### config.mk
export PLATFORM = sky130hd
export DESIGN_NAME = tbpf_ctrl
export DESIGN_NICKNAME = d
export VERILOG_FILES = /design/src/sv/tbpf_pkg.sv /design/src/sv/tbpf_ctrl.sv
export VERILOG_INCLUDE_DIRS = /design/src /design/src/sv
export SDC_FILE = /design/constraint.sdc
export NUM_CORES = 1
export LEC_CHECK = 0
export CAP_MARGIN = 5
export CORE_MARGIN = 3
export CORE_UTILIZATION = 45
export CTS_CLUSTER_SIZE = 28
export DETAILED_ROUTE_END_ITERATION = 8
export DONT_BUFFER_PORTS = 1
export HOLD_SLACK_MARGIN = 0.12
export SLEW_MARGIN = 0
export SYNTH_ARGS = -nofsm -noshare
export SYNTH_HDL_FRONTEND = slang
export SYNTH_SLANG_ARGS = --single-unit
### constraint.sdc
create_clock -name clk_i -period 33.1 [get_ports clk_i]
set_clock_uncertainty 0.15 [all_clocks]
set_input_delay 8.275 -clock clk_i [delete_from_list [all_inputs] [get_ports clk_i]]
set_output_delay 8.275 -clock clk_i [all_outputs]
set_load 0.1 [all_outputs]
### src/sv/three_band_priority_fifo_top_macros.svh
// Assertion macros shared by the priority queue modules.
`ifndef THREE_BAND_PRIORITY_FIFO_TOP_MACROS_SVH
`define THREE_BAND_PRIORITY_FIFO_TOP_MACROS_SVH

// Clocked assertion, disabled while reset is asserted.
`define TBPF_ASSERT(name, clk, rst_n, prop, msg) \
  name: assert property (@(posedge clk) disable iff (!rst_n) prop) else $error(msg);

// Condition that must never be seen at a clock edge.
`define TBPF_NEVER(name, clk, rst_n, expr, msg) \
  `TBPF_ASSERT(name, clk, rst_n, !(expr), msg)

`endif

### src/sv/tbpf_pkg.sv
// Types and constants of the three-band priority queue.
package tbpf_pkg;

  localparam int NumBands        = 3;
  localparam int BandW           = 2;
  localparam int PrioW           = 3;
  localparam int CmdW            = 2;
  localparam int FieldDescW      = 16;
  localparam int LimitW          = 7;
  localparam int MapW            = 16;
  localparam int CfgDataW        = 16;
  localparam int DropW           = 32;
  localparam int TotalW          = 9;

  localparam int BandDepthDefault = 128;
  localparam int DescBitsDefault  = 16;

  localparam logic [LimitW-1:0] LimitReset = 7'd100;
  localparam logic [MapW-1:0]   MapReset   = 16'd2473;

  localparam logic [BandW-1:0] BandTop = 2'd2;
  localparam logic [BandW-1:0] BandNone = 2'd3;

  typedef enum logic [CmdW-1:0] {
    CMD_ENQ   = 2'd0,
    CMD_DEQ   = 2'd1,
    CMD_FLUSH = 2'd2,
    CMD_NOP   = 2'd3
  } cmd_e;

  typedef enum logic {
    REG_BAND_LIMIT = 1'b0,
    REG_BAND_MAP   = 1'b1
  } reg_idx_e;

  // Result fields settled at accept time; the descriptor joins at output.
  typedef struct packed {
    logic              accepted;
    logic              dropped;
    logic              deq_valid;
    logic [BandW-1:0]  band;
    logic [DropW-1:0]  drop_count;
    logic [TotalW-1:0] total_length;
  } res_meta_t;

endpackage

### src/sv/tbpf_ctrl.sv
// Band pointers, counts, drop counter, configuration and command decode.
`include "three_band_priority_fifo_top_macros.svh"

module tbpf_ctrl #(
  parameter int BAND_DEPTH = tbpf_pkg::BandDepthDefault,
  parameter int DESC_BITS  = tbpf_pkg::DescBitsDefault,
  parameter int ADDR_W     = $clog2(tbpf_pkg::NumBands * BAND_DEPTH)
) (
  input  logic                            clk_i,
  input  logic                            rst_ni,
  input  logic                            fire_i,
  input  tbpf_pkg::cmd_e                  cmd_i,
  input  logic [tbpf_pkg::PrioW-1:0]      prio_i,
  input  logic [tbpf_pkg::FieldDescW-1:0] desc_i,
  input  logic                            cfg_we_i,
  input  tbpf_pkg::reg_idx_e              cfg_addr_i,
  input  logic [tbpf_pkg::CfgDataW-1:0]   cfg_wdata_i,
  output logic                            mem_we_o,
  output logic                            mem_re_o,
  output logic [ADDR_W-1:0]               mem_addr_o,
  output logic [DESC_BITS-1:0]            mem_wdata_o,
  output tbpf_pkg::res_meta_t             meta_o
);
  import tbpf_pkg::*;

  localparam int CntW = $clog2(BAND_DEPTH + 1);
  localparam int PtrW = $clog2(BAND_DEPTH);
  localparam int CmpW = (CntW > LimitW) ? CntW : LimitW;
  localparam int SumW = CntW + 2;

  logic [CntW-1:0]   count_q [NumBands];
  logic [CntW-1:0]   count_d [NumBands];
  logic [PtrW-1:0]   head_q  [NumBands];
  logic [PtrW-1:0]   head_d  [NumBands];
  logic [PtrW-1:0]   tail_q  [NumBands];
  logic [PtrW-1:0]   tail_d  [NumBands];
  logic [DropW-1:0]  drop_q, drop_d;
  logic [LimitW-1:0] limit_q;
  logic [MapW-1:0]   map_q;

  logic [BandW-1:0]  map_band, enq_band, deq_band, sel_band;
  logic              any_held, admit;
  logic [CntW-1:0]   cnt_sel;
  logic [PtrW-1:0]   ptr_sel, ptr_next;
  logic [SumW-1:0]   sum_after;

  // A map entry holding 3 folds onto the last band.
  assign map_band = map_q[{prio_i, 1'b0} +: BandW];
  assign enq_band = (map_band == BandNone) ? BandTop : map_band;

  always_comb begin
    any_held = 1'b1;
    deq_band = '0;
    priority if (count_q[0] != '0) begin
      deq_band = 2'd0;
    end else if (count_q[1] != '0) begin
      deq_band = 2'd1;
    end else if (count_q[2] != '0) begin
      deq_band = 2'd2;
    end else begin
      any_held = 1'b0;
    end
  end

  assign sel_band = (cmd_i == CMD_ENQ) ? enq_band : deq_band;
  assign cnt_sel  = count_q[sel_band];
  assign ptr_sel  = (cmd_i == CMD_ENQ) ? tail_q[sel_band] : head_q[sel_band];
  assign ptr_next = (ptr_sel == PtrW'(BAND_DEPTH - 1)) ? '0 : ptr_sel + PtrW'(1);
  assign admit    = (CmpW'(cnt_sel) <= CmpW'(limit_q)) && (cnt_sel < CntW'(BAND_DEPTH));

  always_comb begin
    count_d = count_q;
    head_d  = head_q;
    tail_d  = tail_q;
    drop_d  = drop_q;
    if (fire_i) begin
      unique case (cmd_i)
        CMD_ENQ: begin
          if (admit) begin
            tail_d[sel_band]  = ptr_next;
            count_d[sel_band] = cnt_sel + CntW'(1);
          end else begin
            drop_d = drop_q + DropW'(1);
          end
        end
        CMD_DEQ: begin
          if (any_held) begin
            head_d[sel_band]  = ptr_next;
            count_d[sel_band] = cnt_sel - CntW'(1);
          end
        end
        CMD_FLUSH: begin
          for (int b = 0; b < NumBands; b++) begin
            count_d[b] = '0;
            head_d[b]  = '0;
            tail_d[b]  = '0;
          end
        end
        CMD_NOP: begin
        end
        default: begin
        end
      endcase
    end
  end

  assign sum_after = SumW'(count_d[0]) + SumW'(count_d[1]) + SumW'(count_d[2]);

  always_comb begin
    meta_o              = '0;
    meta_o.drop_count   = drop_d;
    meta_o.total_length = TotalW'(sum_after);
    unique case (cmd_i)
      CMD_ENQ: begin
        meta_o.band     = enq_band;
        meta_o.accepted = admit;
        meta_o.dropped  = !admit;
      end
      CMD_DEQ: begin
        meta_o.deq_valid = any_held;
        meta_o.band      = any_held ? deq_band : '0;
      end
      CMD_FLUSH, CMD_NOP: begin
      end
      default: begin
      end
    endcase
  end

  assign mem_we_o    = fire_i && (cmd_i == CMD_ENQ) && admit;
  assign mem_re_o    = fire_i && (cmd_i == CMD_DEQ) && any_held;
  assign mem_addr_o  = ADDR_W'(sel_band) * ADDR_W'(BAND_DEPTH) + ADDR_W'(ptr_sel);
  assign mem_wdata_o = DESC_BITS'(desc_i);

  always_ff @(posedge clk_i or negedge rst_ni) begin
    if (!rst_ni) begin
      for (int b = 0; b < NumBands; b++) begin
        count_q[b] <= '0;
        head_q[b]  <= '0;
        tail_q[b]  <= '0;
      end
      drop_q  <= '0;
      limit_q <= LimitReset;
      map_q   <= MapReset;
    end else begin
      count_q <= count_d;
      head_q  <= head_d;
      tail_q  <= tail_d;
      drop_q  <= drop_d;
      if (cfg_we_i) begin
        unique case (cfg_addr_i)
          REG_BAND_LIMIT: limit_q <= cfg_wdata_i[LimitW-1:0];
          REG_BAND_MAP:   map_q   <= cfg_wdata_i[MapW-1:0];
          default: begin
          end
        endcase
      end
    end
  end

  `TBPF_ASSERT(a_flush_clears, clk_i, rst_ni,
    fire_i && (cmd_i == CMD_FLUSH) |=>
      (count_q[0] == '0) && (count_q[1] == '0) && (count_q[2] == '0),
    "flush left a band non-empty")
  `TBPF_ASSERT(a_drop_only_on_drop, clk_i, rst_ni,
    !(fire_i && (cmd_i == CMD_ENQ) && !admit) |=> $stable(drop_q),
    "drop counter moved without a drop")
  `TBPF_NEVER(a_one_mem_access, clk_i, rst_ni, mem_we_o && mem_re_o,
    "memory read and write in one cycle")

endmodule

==> reports/results.txt <==
DR WL/cell - 22.4 µm
clock latency on the worst-skew pair - 430 ps
commonest non-fill, non-tap cell in the layout - dfrtp_1
Sinks on Clock Net - 121
Synth area leader - dfrtp_1
Die X - 135 µm
synthesized area - 7510 µm²
WL final - 23,800 µm
syn_area_per_cell - 9.25 µm²
CTS tree - done
Synth top area share - 37.3%
Crit path arrival time - 16,800 ps
dominant synthesized flop cell - dfrtp_1
outcome - completed
HPWL after DPL - 17,800 µm
initial core utilization - 46.6%
maximum fanout along the worst path - 22
Hold WS - 331 ps
Metal-1 WL - 9830 µm
static leakage - 0.00390 µW
Final setup viols - 0
R2R Setup Slk - 26,300 ps
Seq/Total Area, Yosys - 40.4%
synth top area cells - dfrtp_1 37%, nand2_1 4.8%, o21ai_0 3.5%, xnor2_1 3.4%, nor2_1 3.2%
core area - 16,100 µm²
minimum clock period - 25,230 ps
Post-Synth Simple-Gate Area - 18.5%
post-synthesis cell count - 812
FP Rows - 46
num ports - 115
CP peak stage delay - 820 ps
H-tree level count - 4
Clock transition at path regs - 60 ps
share of layout cells above drive strength 1 - 19.8%
Synth Net Count - 880
Setup TNS Final - 0 ps
DR vias - 6,655
Post-CTS Repair Setup Buffers - 0
max_cap viols - 0
number of global-route vias before repair - 6,615
Hold WC Path Type - reg2reg
Max Used Layer - met4
Crit path max-delay family - compound AO/OA/AOI/OAI gates
Placer Congestion - 0.980
largest family of logic cells by synthesized area - compound AO/OA/AOI/OAI gates
worst slew pin tran - 1190 ps
max-slew violations - 0
P per Cell Area - 114 nW/µm²
most used cell, CP - a21oi_1
Antenna Cells - 0
fraction of the mapped netlist area in adder cells - 5.23%
synth unique cells - 73
GRT Overall Usage - 26.6%
met2 wire len - 11,200 µm
commonest cells after routing, fill and taps aside - 112 x dfrtp_1, 96 x nand2_1, 62 x nor2_1, 53 x o21ai_0, 46 x buf_4
Fin. Hold Viols - 0
DIE AREA - 18,300 µm²
Worst Path Required - 24,680 ps
pre-CTS WS - 7970 ps
Ys Warns - 0
number of buffers created by CTS - 17
setup ws final - 7870 ps
GRT overflow - 0
initial antenna violation count - 0
Post-CTS Hold Fix Bufs - 0
Initial DRC Count - 540
first-pass GRT wire length - 37,300 µm
drt via density - 6.25
synthesized flop and latch total - 121
post-synthesis mux area share - 5.54%
Crit path buffers/inverters - 5
Setup crit end kind - primary output
Worst slew margin - 20.4%
CP Launch Type - input pin
Final Cycle Share - 76.2%
P&R area growth vs syn - 17.2%
pin count of the biggest net entering global routing - 122
antenna viol nets, final - 0
metal3 WL - 2020 µm
maximum root-to-sink buffer count - 2
post-route cell area - 8810 µm²
die height - 135 µm
Compound-Gate Fraction of Synth Area - 19.2%
Post-CTS Resized - 0
maximum VDD drop - 0.000196 V
unrepaired setup endpoints after global routing - no
Port Buffer Count - 0
Final Net Count - 903
Setup CP Type - in2out
ys async rst share - 100%
post-synthesis xor/xnor area fraction - 5.83%
drt pass-1 iters - 8
fmax - 0.0396 GHz
DP Area - 8220 µm²
EDFF count, synth - 0
DRC - 0
CP max stage cell - mux2i_1
clk root buf - clkbuf_16
per-layer routing:
layer	GRT usage (%)	vias to the layer above
met5	0	-
met4	10.4	0
met3	6.24	61
met2	42.3	295
met1	35.3	3302
li1	-	2997
worst reg2reg max path, stage by stage, from the launching register on:
cell and delay [ps]:
dfrtp_1 490, or4_1 570, nor4_1 420, buf_4 280, and3_1 220, nor2_2 120, inv_1 80, buf_4 480
a221o_1 370, inv_1 110, ha_1 190, nor2b_1 140, nor2_1 80, a21boi_0 260, o211ai_1 150, o21ai_1 250
a221oi_2 150, a211oi_4 250, buf_4 410, nand3_2 410, nor4_1 600, xor2_2 180, buf_4 310
cells in the mapped netlist, types with 8 or more instances:
| cell type | instances |
|---|---|
| fa_1 | 9 |
| xor2_1 | 21 |
| dfrtp_1 | 112 |
| ha_1 | 17 |
| mux2i_1 | 9 |
| and3_1 | 8 |
| dfstp_2 | 9 |
| nor2_1 | 64 |
| a21oi_1 | 28 |
| nand3_1 | 42 |
| inv_1 | 43 |
| and2_1 | 8 |
| a22o_1 | 11 |
| clkbuf_1 | 18 |
| nand2_1 | 96 |
| xnor2_1 | 29 |
| nor3_1 | 14 |
| nand4_1 | 8 |
| a221o_1 | 11 |
| o21ai_0 | 53 |
| nor4_1 | 22 |
| mux2_2 | 21 |
| buf_4 | 16 |
sequential cells by signal, indices dropped and copies added, names as in the netlist:
name / flops
head_q: 21
limit_q: 7
count_q: 24
tail_q: 21
map_q: 16
drop_q: 32
layout make-up:
| class | count | area, µm² |
|---|---|---|
| fillers | 1463 | 7300 |
| well taps | 216 | 270 |
| flip-flops and latches | 121 | 3040 |
| inverters | 45 | 169 |
| multi-input cells | 604 | 4390 |
| clock inverters | 15 | 170 |
| clock buffers | 17 | 425 |
| repair buffers | 46 | 345 |
final timing paths:
check	startpoint	to	depth (start not counted)
max	prio_i[0]	meta_o[8]	30
min	tail_q[16]	tail_q[16]	2
max reg2reg	count_q[12]	drop_q[16]	22
min reg2reg	tail_q[16]	tail_q[16]	2
max in group asynchronous	rst_ni	map_q[7]	0
min in group asynchronous	rst_ni	map_q[1]	0
stage by stage:
step,instances,total power [µW],util (%)
floorplan,812,673,-
global placement,1032,813,51.0
detailed placement,1032,815,51.0
CTS,1064,1010,54.7
global route,1064,1060,54.7
finish,1064,1010,54.7
cell families (layout without fill, tap and decap cells):
kind of cell | Yosys count | after routing
fa+ha+maj | 26 | 26
mux | 34 | 34
compound gates | 201 | 201
flops | 121 | 121
simple gates | 293 | 293
buf+inv | 87 | 123
xor+xnor | 50 | 50
power by group:
group          switching [µW]  leakage, µW  internal (µW)
Sequential               33.5      0.00158            177
Clock                    75.3     0.000292            113
Combinational             450      0.00203            158
Total                     559      0.00390            448
(Power assumes the default switching activity.)
